===== config.mk =====
export PLATFORM = sky130hd
export DESIGN_NAME = sg_merge
export DESIGN_NICKNAME = d
export VERILOG_FILES = /design/src/rtl/core/sg_pkg.sv /design/src/rtl/core/sg_merge.sv
export SDC_FILE = /design/constraint.sdc
export NUM_CORES = 1
export LEC_CHECK = 0
export BUFFER_PORTS_ARGS = -buffer_cell sky130_fd_sc_hd__buf_2
export CAP_MARGIN = 5
export CORE_AREA = 2 2 115 117
export CTS_CLUSTER_DIAMETER = 80
export CTS_CLUSTER_SIZE = 30
export DETAILED_ROUTE_END_ITERATION = 8
export DIE_AREA = 0 0 117 119
export GPL_TIMING_DRIVEN = 0
export PLACE_DENSITY = 0.76
export REMOVE_ABC_BUFFERS = 1
export SYNTH_ARGS = -nofsm -noshare
export SYNTH_HDL_FRONTEND = slang
export SYNTH_SLANG_ARGS = --single-unit

===== constraint.sdc =====
create_clock -name clk -period 9.71 [get_ports clk]
set_clock_uncertainty 0.15 [all_clocks]
set_input_delay 1.4565 -clock clk [delete_from_list [all_inputs] [get_ports clk]]
set_output_delay 1.4565 -clock clk [all_outputs]
set_load 0.01 [all_outputs]

===== src/rtl/core/sg_pkg.sv =====
`default_nettype none

package sg_pkg;

  // channel count of the pixel ports
  localparam int NCH_IO = 3;

  // field types
  typedef logic [7:0]         pix_t;
  typedef logic signed [10:0] sum_t;
  typedef logic signed [8:0]  res_t;
  typedef logic [15:0]        row_t;
  typedef logic [9:0]         col_t;
  typedef logic [10:0]        width_t;
  typedef logic [15:0]        cfg_data_t;
  typedef logic [1:0]         cfg_idx_t;

  // register indexes
  localparam cfg_idx_t REG_FRAME_WIDTH  = 2'd0;
  localparam cfg_idx_t REG_FRAME_HEIGHT = 2'd1;
  localparam cfg_idx_t REG_DIRECTION    = 2'd2;

  // register reset values
  localparam width_t RST_FRAME_WIDTH  = 11'd640;
  localparam row_t   RST_FRAME_HEIGHT = 16'd480;

  // one pixel leaving the lanes: positions, pending results, samples, sums
  typedef struct packed {
    row_t                    int_row;
    col_t                    int_col;
    row_t                    bor_row;
    col_t                    bor_col;
    logic                    has_int;
    logic                    has_bor;
    pix_t [NCH_IO-1:0]       pix;
    sum_t [NCH_IO-1:0]       sum;
  } item_t;

endpackage

`default_nettype wire


===== src/rtl/core/sg_merge.sv =====
`default_nettype none

module sg_merge (
  input  wire logic          clk,
  input  wire logic          rst,
  input  wire logic          item_valid,
  input  wire sg_pkg::item_t item,
  output logic               item_free,
  output logic               out_valid,
  input  wire logic          out_ready,
  output sg_pkg::row_t       out_row,
  output sg_pkg::col_t       out_col,
  output sg_pkg::res_t       out_chan [sg_pkg::NCH_IO],
  output logic               is_border,
  output logic               last_of_run
);

  // divide by 8, round half to even
  function automatic sg_pkg::res_t round_div8(input sg_pkg::sum_t s);
    logic [11:0] u;
    logic [8:0]  q;
    u = {s[10], s} + 12'd1024;
    q = u[11:3];
    if ((u[2:0] > 3'd4) || ((u[2:0] == 3'd4) && q[0])) begin
      q = q + 9'd1;
    end
    return q - 9'd128;
  endfunction

  sg_pkg::item_t hold;
  logic          hold_valid;
  logic          out_load;
  logic          pend_any;
  logic          emit;

  // handshake between the held item and the output register
  assign out_load  = !out_valid || out_ready;
  assign pend_any  = hold.has_int || hold.has_bor;
  assign emit      = hold_valid && pend_any && out_load;
  assign item_free = !hold_valid || !pend_any || (emit && !(hold.has_int && hold.has_bor));

  // held item, interior result drains first
  always_ff @(posedge clk) begin
    if (rst) begin
      hold_valid <= 1'b0;
    end else if (item_valid && item_free) begin
      hold_valid <= 1'b1;
    end else if (item_free) begin
      hold_valid <= 1'b0;
    end
  end

  always_ff @(posedge clk) begin
    if (item_valid && item_free) begin
      hold <= item;
    end else if (emit && hold.has_int) begin
      hold.has_int <= 1'b0;
    end
  end

  // output register
  always_ff @(posedge clk) begin
    if (rst) begin
      out_valid <= 1'b0;
    end else if (out_load) begin
      out_valid <= emit;
    end
  end

  always_ff @(posedge clk) begin
    if (emit) begin
      if (hold.has_int) begin
        out_row     <= hold.int_row;
        out_col     <= hold.int_col;
        is_border   <= 1'b0;
        last_of_run <= !hold.has_bor;
        for (int i = 0; i < sg_pkg::NCH_IO; i++) begin
          out_chan[i] <= round_div8(hold.sum[i]);
        end
      end else begin
        out_row     <= hold.bor_row;
        out_col     <= hold.bor_col;
        is_border   <= 1'b1;
        last_of_run <= 1'b1;
        for (int i = 0; i < sg_pkg::NCH_IO; i++) begin
          out_chan[i] <= $signed({1'b0, hold.pix[i]});
        end
      end
    end
  end

endmodule

`default_nettype wire


==> results by group <==
Power and ir drop
  – Switching Power: 354 uW
  – Clock share of power: 38.8%
  – Power Density: 203 nW/um^2
  – Peak VDD IR: 155 uV
  – Int Pwr: 1260 uW
  – P_leak: 0.00302 uW
  – Flop pwr share: 53.9%
  – Comb pwr share: 7.3%
  – Sw Ratio: 21.9%

Yosys
  – Seq/Total Area, Yosys: 80.8%
  – Cell taking the most area after synthesis: edfxtp_1
  – Synth top cells by count: edfxtp_1 (166), nor2_1 (31), mux2_2 (29)
  – Top-count cell post-synth: edfxtp_1
  – Mean area per synthesized cell: 18.2 sq um
  – Cells after Synth: 342
  – Primary FF master, synth: edfxtp_1
  – Share of the synthesized area in the top cell type: 80.2%
  – Asr flop ratio synth: 0%
  – Yosys warnings: 0
  – Top post-synthesis cells by area: edfxtp_1 (80%), mux2_2 (5.3%), a21oi_1 (2.0%)
  – Mapped Area: 6220 sq um
  – Yosys cell types: 38
  – Post-synth EDFFs: 166
  – #FFs+latches synth: 168

Critical path
  – CP peak stage delay: 0.20 ns
  – R2R cell count: 5
  – Critical path's slowest cell: o21ai_1
  – CP Capture Type: output pin
  – Worst R2R Start: hold[58]
  – R2r setup slk: 7.11 ns
  – FF-to-FF End: hold[20]
  – Most common cell on crit path: buf_2
  – Worst path bufs/invs: 2
  – Crit-path cells: buf_2 > nand2b_1 > o21ai_1 > nand2_1 > buf_2
  – Crit-path max FO: 4
  – Critical setup path kind: input pin to output pin
  – Crit path max-delay family: simple AND/OR/NAND/NOR gates
  – Worst path arrival time: 2.23 ns
  – Critical Path RT: 8.10 ns
  – CP startpoint kind: input pin

Route
  – DRT Wirelength: 11,800 um
  – DR vias: 3,535
  – DR WL met3: 1090 um
  – Final ANT Viol Nets: 0
  – Wire length on met2: 5790 um
  – DRC violation total after the first TritonRoute iteration: 235
  – DRC: 0
  – DRT Pass-1 Iters: 4
  – Via density: 4.94
  – Wire per inst: 16.5 um
  – Met1 Wirelength: 4780 um
  – Top sig layer: met5

Die
  – Die height: 119 um
  – Rows: 42
  – Die area: 13,900 sq um
  – Io pins: 172
  – Floorplan core area: 12,900 sq um
  – Die width: 117 um
  – Starting Density: 48.3%

Clock network
  – Maximum clock insertion buffer count: 2
  – CTS H-Tree Depth: 4
  – Num CTS Buffers: 17
  – Clk_lat worst skew: 0.42 ns
  – Root buf cell: clkbuf_16
  – Postcts setup bufs: 0
  – CTS tree: yes
  – Sink Count: 168
  – CTS clk-pin slew, worst paths: 0.06 ns
  – Post-CTS Hold Buffers: 0
  – Resize count post-CTS: 0

GRT
  – Overflow after GRT: 0
  – GRT Util Overall: 17.2%
  – Vias in the first global route: 3,570
  – First-pass GRT wire length: 17,700 um
  – Antenna violations before repair: 2
  – Largest net degree at the start of global routing: 66

STA
  – RSZ-0062 raised after global routing: false
  – Setup tns final: 0 ns
  – Final worst slack: 5.87 ns
  – Final min period: 3.84 ns
  – Final Cycle Share: 39.5%
  – Final setup viols: 0
  – Worst-Margin Slew: 0.728 ns
  – Final slew viol count: 0
  – Hold Violations, Final: 0
  – Fmax: 261 MHz
  – Max_slew headroom: 51.4%

Finish
  – Share of cells above drive strength 1: 45.1%
  – Area grow syn2layout: 28.0%
  – Filler Cell Count: 964
  – Area of the multi-input gates: 1140 sq um
  – Sequential cell area: 5020 sq um
  – Nets: 645

Hold path
  – WHS Path Cells: 2
  – Worst Hold Class: flip-flop to flip-flop
  – Hold Crit Endpoint: out_chan[25]
  – HP Start: hold[40]

Placed design
  – I/O Buffers: 171
  – DP Worst Slack: 5.88 ns
  – Hpwl dp: 8050 um
  – Gpl congestion: 0.807

Run
  – Maxcap violations: 0

Status
  – Outcome: completed
-- per-stage QoR --
| stage | hold WS (ns) | area (sq um) | cells | util [%] | total power (uW) |
|---|---|---|---|---|---|
| 6_report | 0.391 | 7960 | 716 | 61.8 | 1620 |
| 5_1_grt | 0.411 | 7960 | 716 | 61.8 | 1670 |
| 4_1_cts | 0.397 | 7950 | 715 | 61.8 | 1630 |
| 3_5_place_dp | 0.375 | 7400 | 684 | 57.5 | 1010 |
| 3_3_place_gp | 0.341 | 7240 | 678 | 56.2 | 995 |
| 2_1_floorplan | 0.317 | 6160 | 331 | - | 943 |
-- worst max path at each step --
stage                   start        end  slack [ns]  cells past startpoint
detailed placement  out_ready  item_free        5.88                      5
global placement     hold[58]   hold[58]        1.87                      3
global route        out_ready  item_free        5.80                      5
floorplan            hold[58]   hold[58]        4.31                      3
finish              out_ready  item_free        5.87                      5
CTS                 out_ready  item_free        5.87                      5
-- cell type report --
cell class                      instances  share of cell area (%)
Sequential cell                       168                    63.2
Multi-Input combinational cell        162                    14.3
Timing Repair Buffer                  177                    12.7
Clock buffer                           17                    5.35
Tap cell                              176                    2.77
Clock inverter                         14                    1.57
Inverter                                1                  0.0472
Antenna cell                            1                  0.0315
-- power groups by stage --
stage	logic, uW	registers, uW	clock network [uW]
3_5_place_dp	120	885	0
5_1_grt	130	874	669
4_1_cts	121	870	642
3_3_place_gp	99.3	895	0
6_report	118	870	627
2_1_floorplan	48.0	895	0
-- per-layer routing --
layer	track usage [%]	vias up
met5	0	-
met4	5.88	2
met3	7.94	15
met2	28.5	140
met1	19.7	1693
li1	-	1685
-- cell families after synthesis --
group                      Yosys count  share of synthesized area (%)
xor gates and xnor gates            17                           2.40
muxes                               33                           5.98
adders and majority gates            3                          0.604
DFF                                168                           80.8
buffers and inverters               12                          0.966
and+or+nand+nor                     72                           5.68
AOI/OAI and AO/OA                   37                           3.54
-- cells in the final DEF (no fill, tap or decap), types with 3 or more instances in the layout --
cell type   instances
nand4_1             4
nand3_1             6
mux2_2             29
nand2b_1            3
nand3b_1            3
and3_1              3
clkbuf_16          17
nor3_1              4
xnor2_1             8
ha_1                3
a21oi_1            25
clkinv_4            3
buf_16              5
clkinvlp_4          4
inv_6               3
edfxtp_1          166
mux2i_1             3
nand2_1             9
nor2_1             31
buf_2             171
xor2_1              9
-- tightest hold or removal path: stages, from the launching register on --
cell      delay [ns]
edfxtp_1        0.32
nand2_1         0.05
nand3_1         0.06
-- flip-flops by register name, indices dropped and copies added (netlist names) --
name,cells
is_border,1
out_valid,1
hold_valid,1
hold,111
out_col,10
out_row,16
last_of_run,1
out_chan,27
Note: power is estimated with default switching activity, not from simulation.
