==> src/rtl/core/sg_pkg.sv <==
`default_nettype none

package sg_pkg;

  // channel count of the pixel ports
  localparam int NCH_IO = 3;

  // field types
  typedef logic [7:0]         pix_t;
  typedef logic signed [10:0] sum_t;
  typedef logic signed [8:0]  res_t;
  typedef logic [15:0]        row_t;
  typedef logic [9:0]         col_t;
  typedef logic [10:0]        width_t;
  typedef logic [15:0]        cfg_data_t;
  typedef logic [1:0]         cfg_idx_t;

  // register indexes
  localparam cfg_idx_t REG_FRAME_WIDTH  = 2'd0;
  localparam cfg_idx_t REG_FRAME_HEIGHT = 2'd1;
  localparam cfg_idx_t REG_DIRECTION    = 2'd2;

  // register reset values
  localparam width_t RST_FRAME_WIDTH  = 11'd640;
  localparam row_t   RST_FRAME_HEIGHT = 16'd480;

  // one pixel leaving the lanes: positions, pending results, samples, sums
  typedef struct packed {
    row_t                    int_row;
    col_t                    int_col;
    row_t                    bor_row;
    col_t                    bor_col;
    logic                    has_int;
    logic                    has_bor;
    pix_t [NCH_IO-1:0]       pix;
    sum_t [NCH_IO-1:0]       sum;
  } item_t;

endpackage

`default_nettype wire

==> src/rtl/core/sg_lane.sv <==
`default_nettype none

module sg_lane (
  input  wire logic                  dir,
  input  wire sg_pkg::pix_t [2:0]    lft,
  input  wire sg_pkg::pix_t [2:0]    mid,
  input  wire sg_pkg::pix_t [2:0]    rgt,
  output sg_pkg::sum_t               sum
);

  sg_pkg::sum_t l0, l1, l2, m0, m2, r0, r1, r2;
  sg_pkg::sum_t d0, d1, d2;

  // zero-extend the samples, index 0 is the upper row
  assign l0 = $signed({3'b000, lft[0]});
  assign l1 = $signed({3'b000, lft[1]});
  assign l2 = $signed({3'b000, lft[2]});
  assign m0 = $signed({3'b000, mid[0]});
  assign m2 = $signed({3'b000, mid[2]});
  assign r0 = $signed({3'b000, rgt[0]});
  assign r1 = $signed({3'b000, rgt[1]});
  assign r2 = $signed({3'b000, rgt[2]});

  // x: rows weighted 1,2,1 of left minus right; y: up minus down over columns 1,2,1
  always_comb begin
    if (dir) begin
      d0 = l0 - l2;
      d1 = m0 - m2;
      d2 = r0 - r2;
    end else begin
      d0 = l0 - r0;
      d1 = l1 - r1;
      d2 = l2 - r2;
    end
    sum = d0 + d1 + d1 + d2;
  end

endmodule

`default_nettype wire

==> config.mk <==
export PLATFORM = sky130hd
export DESIGN_NAME = sg_lane
export DESIGN_NICKNAME = d
export VERILOG_FILES = /design/src/rtl/core/sg_pkg.sv /design/src/rtl/core/sg_lane.sv
export SDC_FILE = /design/constraint.sdc
export NUM_CORES = 1
export LEC_CHECK = 0
export BUFFER_PORTS_ARGS = -buffer_cell sky130_fd_sc_hd__buf_2
export CORE_MARGIN = 3
export CORE_UTILIZATION = 45
export DETAILED_ROUTE_END_ITERATION = 8
export GPL_TIMING_DRIVEN = 0
export PLACE_DENSITY = 0.74
export REMOVE_ABC_BUFFERS = 1
export SKIP_LAST_GASP = 1
export SLEW_MARGIN = 20
export SYNTH_ARGS = -nofsm -noshare
export SYNTH_HDL_FRONTEND = slang
export SYNTH_SLANG_ARGS = --single-unit
==> constraint.sdc <==
create_clock -name vclk -period 11.1
set_input_delay 2.22 -clock vclk [all_inputs]
set_output_delay 2.22 -clock vclk [all_outputs]
set_load 0.01 [all_outputs]
==> results of run 1 <==
-- placed cells by master, fill, tap and decap left out, drive strengths merged, types with 2 or more instances in the layout --
cell,netlist,final
and2,2,2
nand3,9,9
o41ai,2,2
o31ai,2,2
o21a,9,9
nand2b,10,10
o2111ai,3,3
mux2i,8,8
buf,2,76
nor2,27,27
fa,14,14
a21o,3,3
a211oi,7,7
ha,42,42
nor2b,7,7
o31a,2,2
xor2,8,8
nor3,10,10
o21ai,13,13
and3,2,2
o41a,2,2
inv,50,50
mux2,11,11
nand4,2,2
o32a,2,2
nand2,9,9
xnor2,13,13
a21oi,13,13
or3,3,3
-- synthesized netlist by cell type, drive strengths merged, types with 10 or more instances --
library cell	count
mux2	11
nor3	10
nand2b	10
fa	14
ha	42
nor2	27
inv	50
a21oi	13
o21ai	13
xnor2	13
-- report_power, final --
part / internal, uW / leakage, uW / switching, uW
Sequential: 0 / 0 / 0
Combinational: 217 / 0.00146 / 242
Clock: 0 / 0 / 0
-- cells by family after synthesis --
logic type      after synthesis  share of synthesized area
buf+inv                      55                     0.0905
xor+xnor                     21                     0.0797
simple gates                 84                      0.186
compound gates               66                      0.206
fa+ha+maj                    56                      0.349
mux                          19                     0.0883
-- worst max-delay path by stage --
stage	endpoint	slack, ns	depth (start not counted)
floorplan	sum[10]	3.40	15
global placement	sum[10]	2.45	16
detailed placement	sum[10]	2.37	16
CTS	sum[10]	2.37	16
global route	sum[10]	1.98	16
finish	sum[10]	2.40	16
-- layer usage --
metal	global-route usage	up-vias	routed length, um
met5	0	-	0
met2	0.308	67	2420
met1	0.210	1018	2280
li1	-	1197	-
met3	0.00580	0	286
met4	0	0	0
-- tightest hold or removal path: cells and delay by family --
family / cells / cell delay, ns
fa+ha+maj: 2 / 0.33
buf+inv: 3 / 0.25
-- layout make-up --
class              count  area share
multi-input cells    246       0.763
inverters             50      0.0682
repair buffers        76       0.138
well taps             67      0.0305
-- stage by stage --
step | instance area, um^2 | std cells
4_1_cts | 2750 | 439
5_1_grt | 2750 | 439
3_5_place_dp | 2750 | 439
3_3_place_gp | 2750 | 439
2_1_floorplan | 2290 | 296
6_report | 2750 | 439
==> impl_metrics.json, run 1 <==
{
  "drc": 0,
  "multi_input_area_mm2": 0.00210,
  "regArea_um2": 0,
  "cp_max_fo": 36,
  "place_congestion": 0.790,
  "syn_area_per_cell_um2": 7.67,
  "drtPass1Iterations": 4,
  "finish.net_count": 503,
  "required_ns": 8.88,
  "yosysSeqAreaShare": 0,
  "worst_hold_slack_ns": 5.01,
  "drv_cap": 0,
  "synthToLayoutAreaGrowth_pct": 19.2,
  "hold_class": "primary input to primary output",
  "fin_ws_ns": 2.40,
  "coreArea_mm2": 0.00485,
  "cp_cell_sequence": "buf_2 > mux2i_1 > ha_1 > inv_1 > fa_1 > a21o_1 > a21oi_1 > o21ai_0 > o41ai_1 > fa_1 > ha_1 > a21oi_1 > o21ai_1 > a21oi_1 > xnor2_1 > buf_2",
  "crit_path_frequent_cell": "a21oi_1",
  "wl_per_cell_um": 11.3,
  "dp_hpwl_um": 4490,
  "cp-end-kind": "primary output",
  "n_antenna_cell": 0,
  "die_width_um": 77.6,
  "grt_pass1_wl_um": 8470,
  "hold_start": "rgt[16]",
  "critical_path_class": "primary input to primary output",
  "hold_depth": 5,
  "final_layout_size_suffix_gt1_frac": 0.245,
  "postCtsHoldBufs": 0,
  "port_buffers": 76,
  "p_total_uw": 459,
  "initial_core_util": 0.476,
  "vias": 2282,
  "critPathBufInv": 3,
  "ys.warnings.count": 0,
  "critPathMaxStageDelay_ns": 0.60,
  "max_slew_margin": 0.511,
  "synth_area_leaders": "ha_1, fa_1, inv_1",
  "drtIter0Drc": 67,
  "fp.dieH_um": 77.6,
  "cts_setup_buffers": 0,
  "crit_path_top_delay_cell": "o41ai_1",
  "ant_nets": 0,
  "peakVddDrop_uv": 66.1,
  "synthDistinctLibCells": 43,
  "viasPerCell": 5.20,
  "fmax_mhz": 115,
  "grt_pass1_vias": 2167,
  "final_core_util": 0.567,
  "fin_tns_setup_ns": 0,
  "finalCriticalPeriod_ns": 8.70,
  "postSynthCellCount": 301,
  "grt_max_degree": 37,
  "power.leakage_uw": 0.00146,
  "routed_wl_um": 4980,
  "cp-startpoint": "dir",
  "status": "completed",
  "finalCritPeriodShare": 0.784,
  "cts_resized": 0,
  "worstMarginPinSlew_ns": 0.734,
  "cp-start-kind": "primary input",
  "num-fill-cells": 444,
  "dp_slack_ns": 2.37,
  "dieArea_mm2": 0.00603,
  "synth_top_area_share": 0.228,
  "antenna_found_initial": 0,
  "setup_viol": 0,
  "crit_family": "compound AO/OA/AOI/OAI gates",
  "row_count": 25,
  "n_clock_buffer": 0,
  "arrival_ns": 6.48,
  "hold_viol_final": 0,
  "nFlopsAndLatches": 0,
  "overflow": 0,
  "ioPinCount": 84,
  "syn-cell-area_mm2": 0.00231,
  "maxSlewViolCount": 0,
  "synth_top_area_cell": "ha_1",
  "power_density_mw_per_mm2": 167,
  "track_usage": 0.161,
  "rsz0062_at_grt": "no",
  "worst_hold_path.endpoint": "sum[0]"
}
(Power assumes the default switching activity.)
==> run 2: changes to the inputs <==
--- a/config.mk
+++ b/config.mk
@@ -10,7 +10,7 @@
 export CORE_UTILIZATION = 45
 export DETAILED_ROUTE_END_ITERATION = 8
 export GPL_TIMING_DRIVEN = 0
-export PLACE_DENSITY = 0.74
+export PLACE_DENSITY = 0.77
 export REMOVE_ABC_BUFFERS = 1
 export SKIP_LAST_GASP = 1
 export SLEW_MARGIN = 20
==> constraint.sdc (replaced) <==
create_clock -name vclk -period 7
set_input_delay 1.4 -clock vclk [all_inputs]
set_output_delay 1.4 -clock vclk [all_outputs]
set_load 0.01 [all_outputs]
==> run 2 against run 1 <==
- core utilization is 0.28 points higher
- first-iteration DRC count is 36% lower
- routed wire length is 0.22% higher
- combinational power is 58% higher
- design area is 0.50% higher
- clock-buffer cell count stayed put
==> impl_metrics.json, run 2 (synthesized netlist as in run 1, its figures left out) <==
{
  "status": "completed",
  "peakVddDrop_uv": 110,
  "fp.dieH_um": 77.6,
  "final_core_util": 0.570,
  "wl_per_cell_um": 11.4,
  "cp-end-kind": "primary output",
  "fin_ws_ns": 0.323,
  "drc": 0,
  "power_density_mw_per_mm2": 263,
  "worstMarginPinSlew_ns": 0.445,
  "synthToLayoutAreaGrowth_pct": 19.8,
  "regArea_um2": 0,
  "row_count": 25,
  "critical_path_class": "primary input to primary output",
  "crit_family": "adder cells",
  "cp_max_fo": 36,
  "postPlaceCellArea_mm2": 0.00275,
  "grt_pass1_wl_um": 8330,
  "antenna_found_initial": 0,
  "p_total_uw": 727,
  "vias": 2261,
  "ant_nets": 0,
  "n_clock_buffer": 0,
  "drv_cap": 0,
  "final_area_mm2": 0.00277,
  "required_ns": 5.60,
  "finalCritPeriodShare": 0.954,
  "grt_max_degree": 37,
  "worst_hold_slack_ns": 3.35,
  "final_cell_mix": "buf_2, inv_1, ha_1, nor2_1, fa_1",
  "rsz0062_at_grt": "no",
  "fmax_mhz": 150,
  "place_congestion": 0.809,
  "power.leakage_uw": 0.00146,
  "routed_wl_um": 4990,
  "finish.net_count": 503,
  "critPathBufInv": 3,
  "dp_slack_ns": -0.0791,
  "postCtsHoldBufs": 0,
  "crit_path_top_delay_cell": "fa_1",
  "track_usage": 0.159,
  "hold_start": "rgt[16]",
  "n_antenna_cell": 0,
  "drtPass1Iterations": 4,
  "coreArea_mm2": 0.00485,
  "die_width_um": 77.6,
  "critPathMaxStageDelay_ns": 0.54,
  "dp_hpwl_um": 4540,
  "cp-start-kind": "primary input",
  "max_slew_margin": 0.700,
  "initial_core_util": 0.476,
  "final_common_cell": "buf_2",
  "drtIter0Drc": 43,
  "maxSlewViolCount": 0,
  "grt_pass1_vias": 2102,
  "finalCriticalPeriod_ns": 6.68,
  "overflow": 0,
  "viasPerCell": 5.15,
  "final_layout_size_suffix_gt1_frac": 0.247,
  "hold_class": "primary input to primary output",
  "cts_resized": 1,
  "hold_viol_final": 0,
  "setup_viol": 0,
  "port_buffers": 76,
  "dieArea_mm2": 0.00603,
  "cts_setup_buffers": 0,
  "cp-startpoint": "dir",
  "arrival_ns": 5.28,
  "nFlopsAndLatches": 0,
  "ioPinCount": 84,
  "cp_cell_sequence": "buf_6 > mux2_2 > ha_1 > fa_1 > nor2b_1 > o21a_1 > nor2_1 > xor2_1 > fa_1 > inv_1 > ha_1 > and3_4 > a2111oi_4 > o21ai_1 > a21oi_1 > xnor2_1 > buf_2"
}
[run 2: cell counts in the layout (fill, tap and decap cells not counted)]
Identical to the previous run, type by type.
[run 2: cell type report]
type               count  area (um^2)
repair buffers        76          387
fillers              445         2080
inverters             50          188
multi-input cells    246         2110
well taps             67         83.8
[run 2: layer usage]
metal | up-vias | wire [um] | part of all wire | GRT usage
met5 | - | 0 | 0 | 0
met4 | 0 | 0 | 0 | 0.00356
met3 | 0 | 248 | 0.050 | 0.00928
met2 | 62 | 2560 | 0.51 | 0.315
met1 | 1000 | 2180 | 0.44 | 0.194
li1 | 1199 | - | - | -
[run 2: metrics by stage]
step / setup TNS [ns] / std cells
2_1_floorplan: 0 / 296
3_3_place_gp: -0.00823 / 439
3_5_place_dp: -0.111 / 439
4_1_cts: 0 / 439
5_1_grt: 0 / 439
6_report: 0 / 439
[run 2: path summary, 6_finish.rpt]
| kind | slack [ns] | cells after the start | end |
|---|---|---|---|
| worst max-delay path | 0.32 | 17 | sum[10] |
| worst min-delay path | 3.35 | 5 | sum[0] |
[run 2: where the power goes]
part	internal (uW)	switching (uW)
clock network	0	0
registers	0	0
logic	345	382
total	345	382
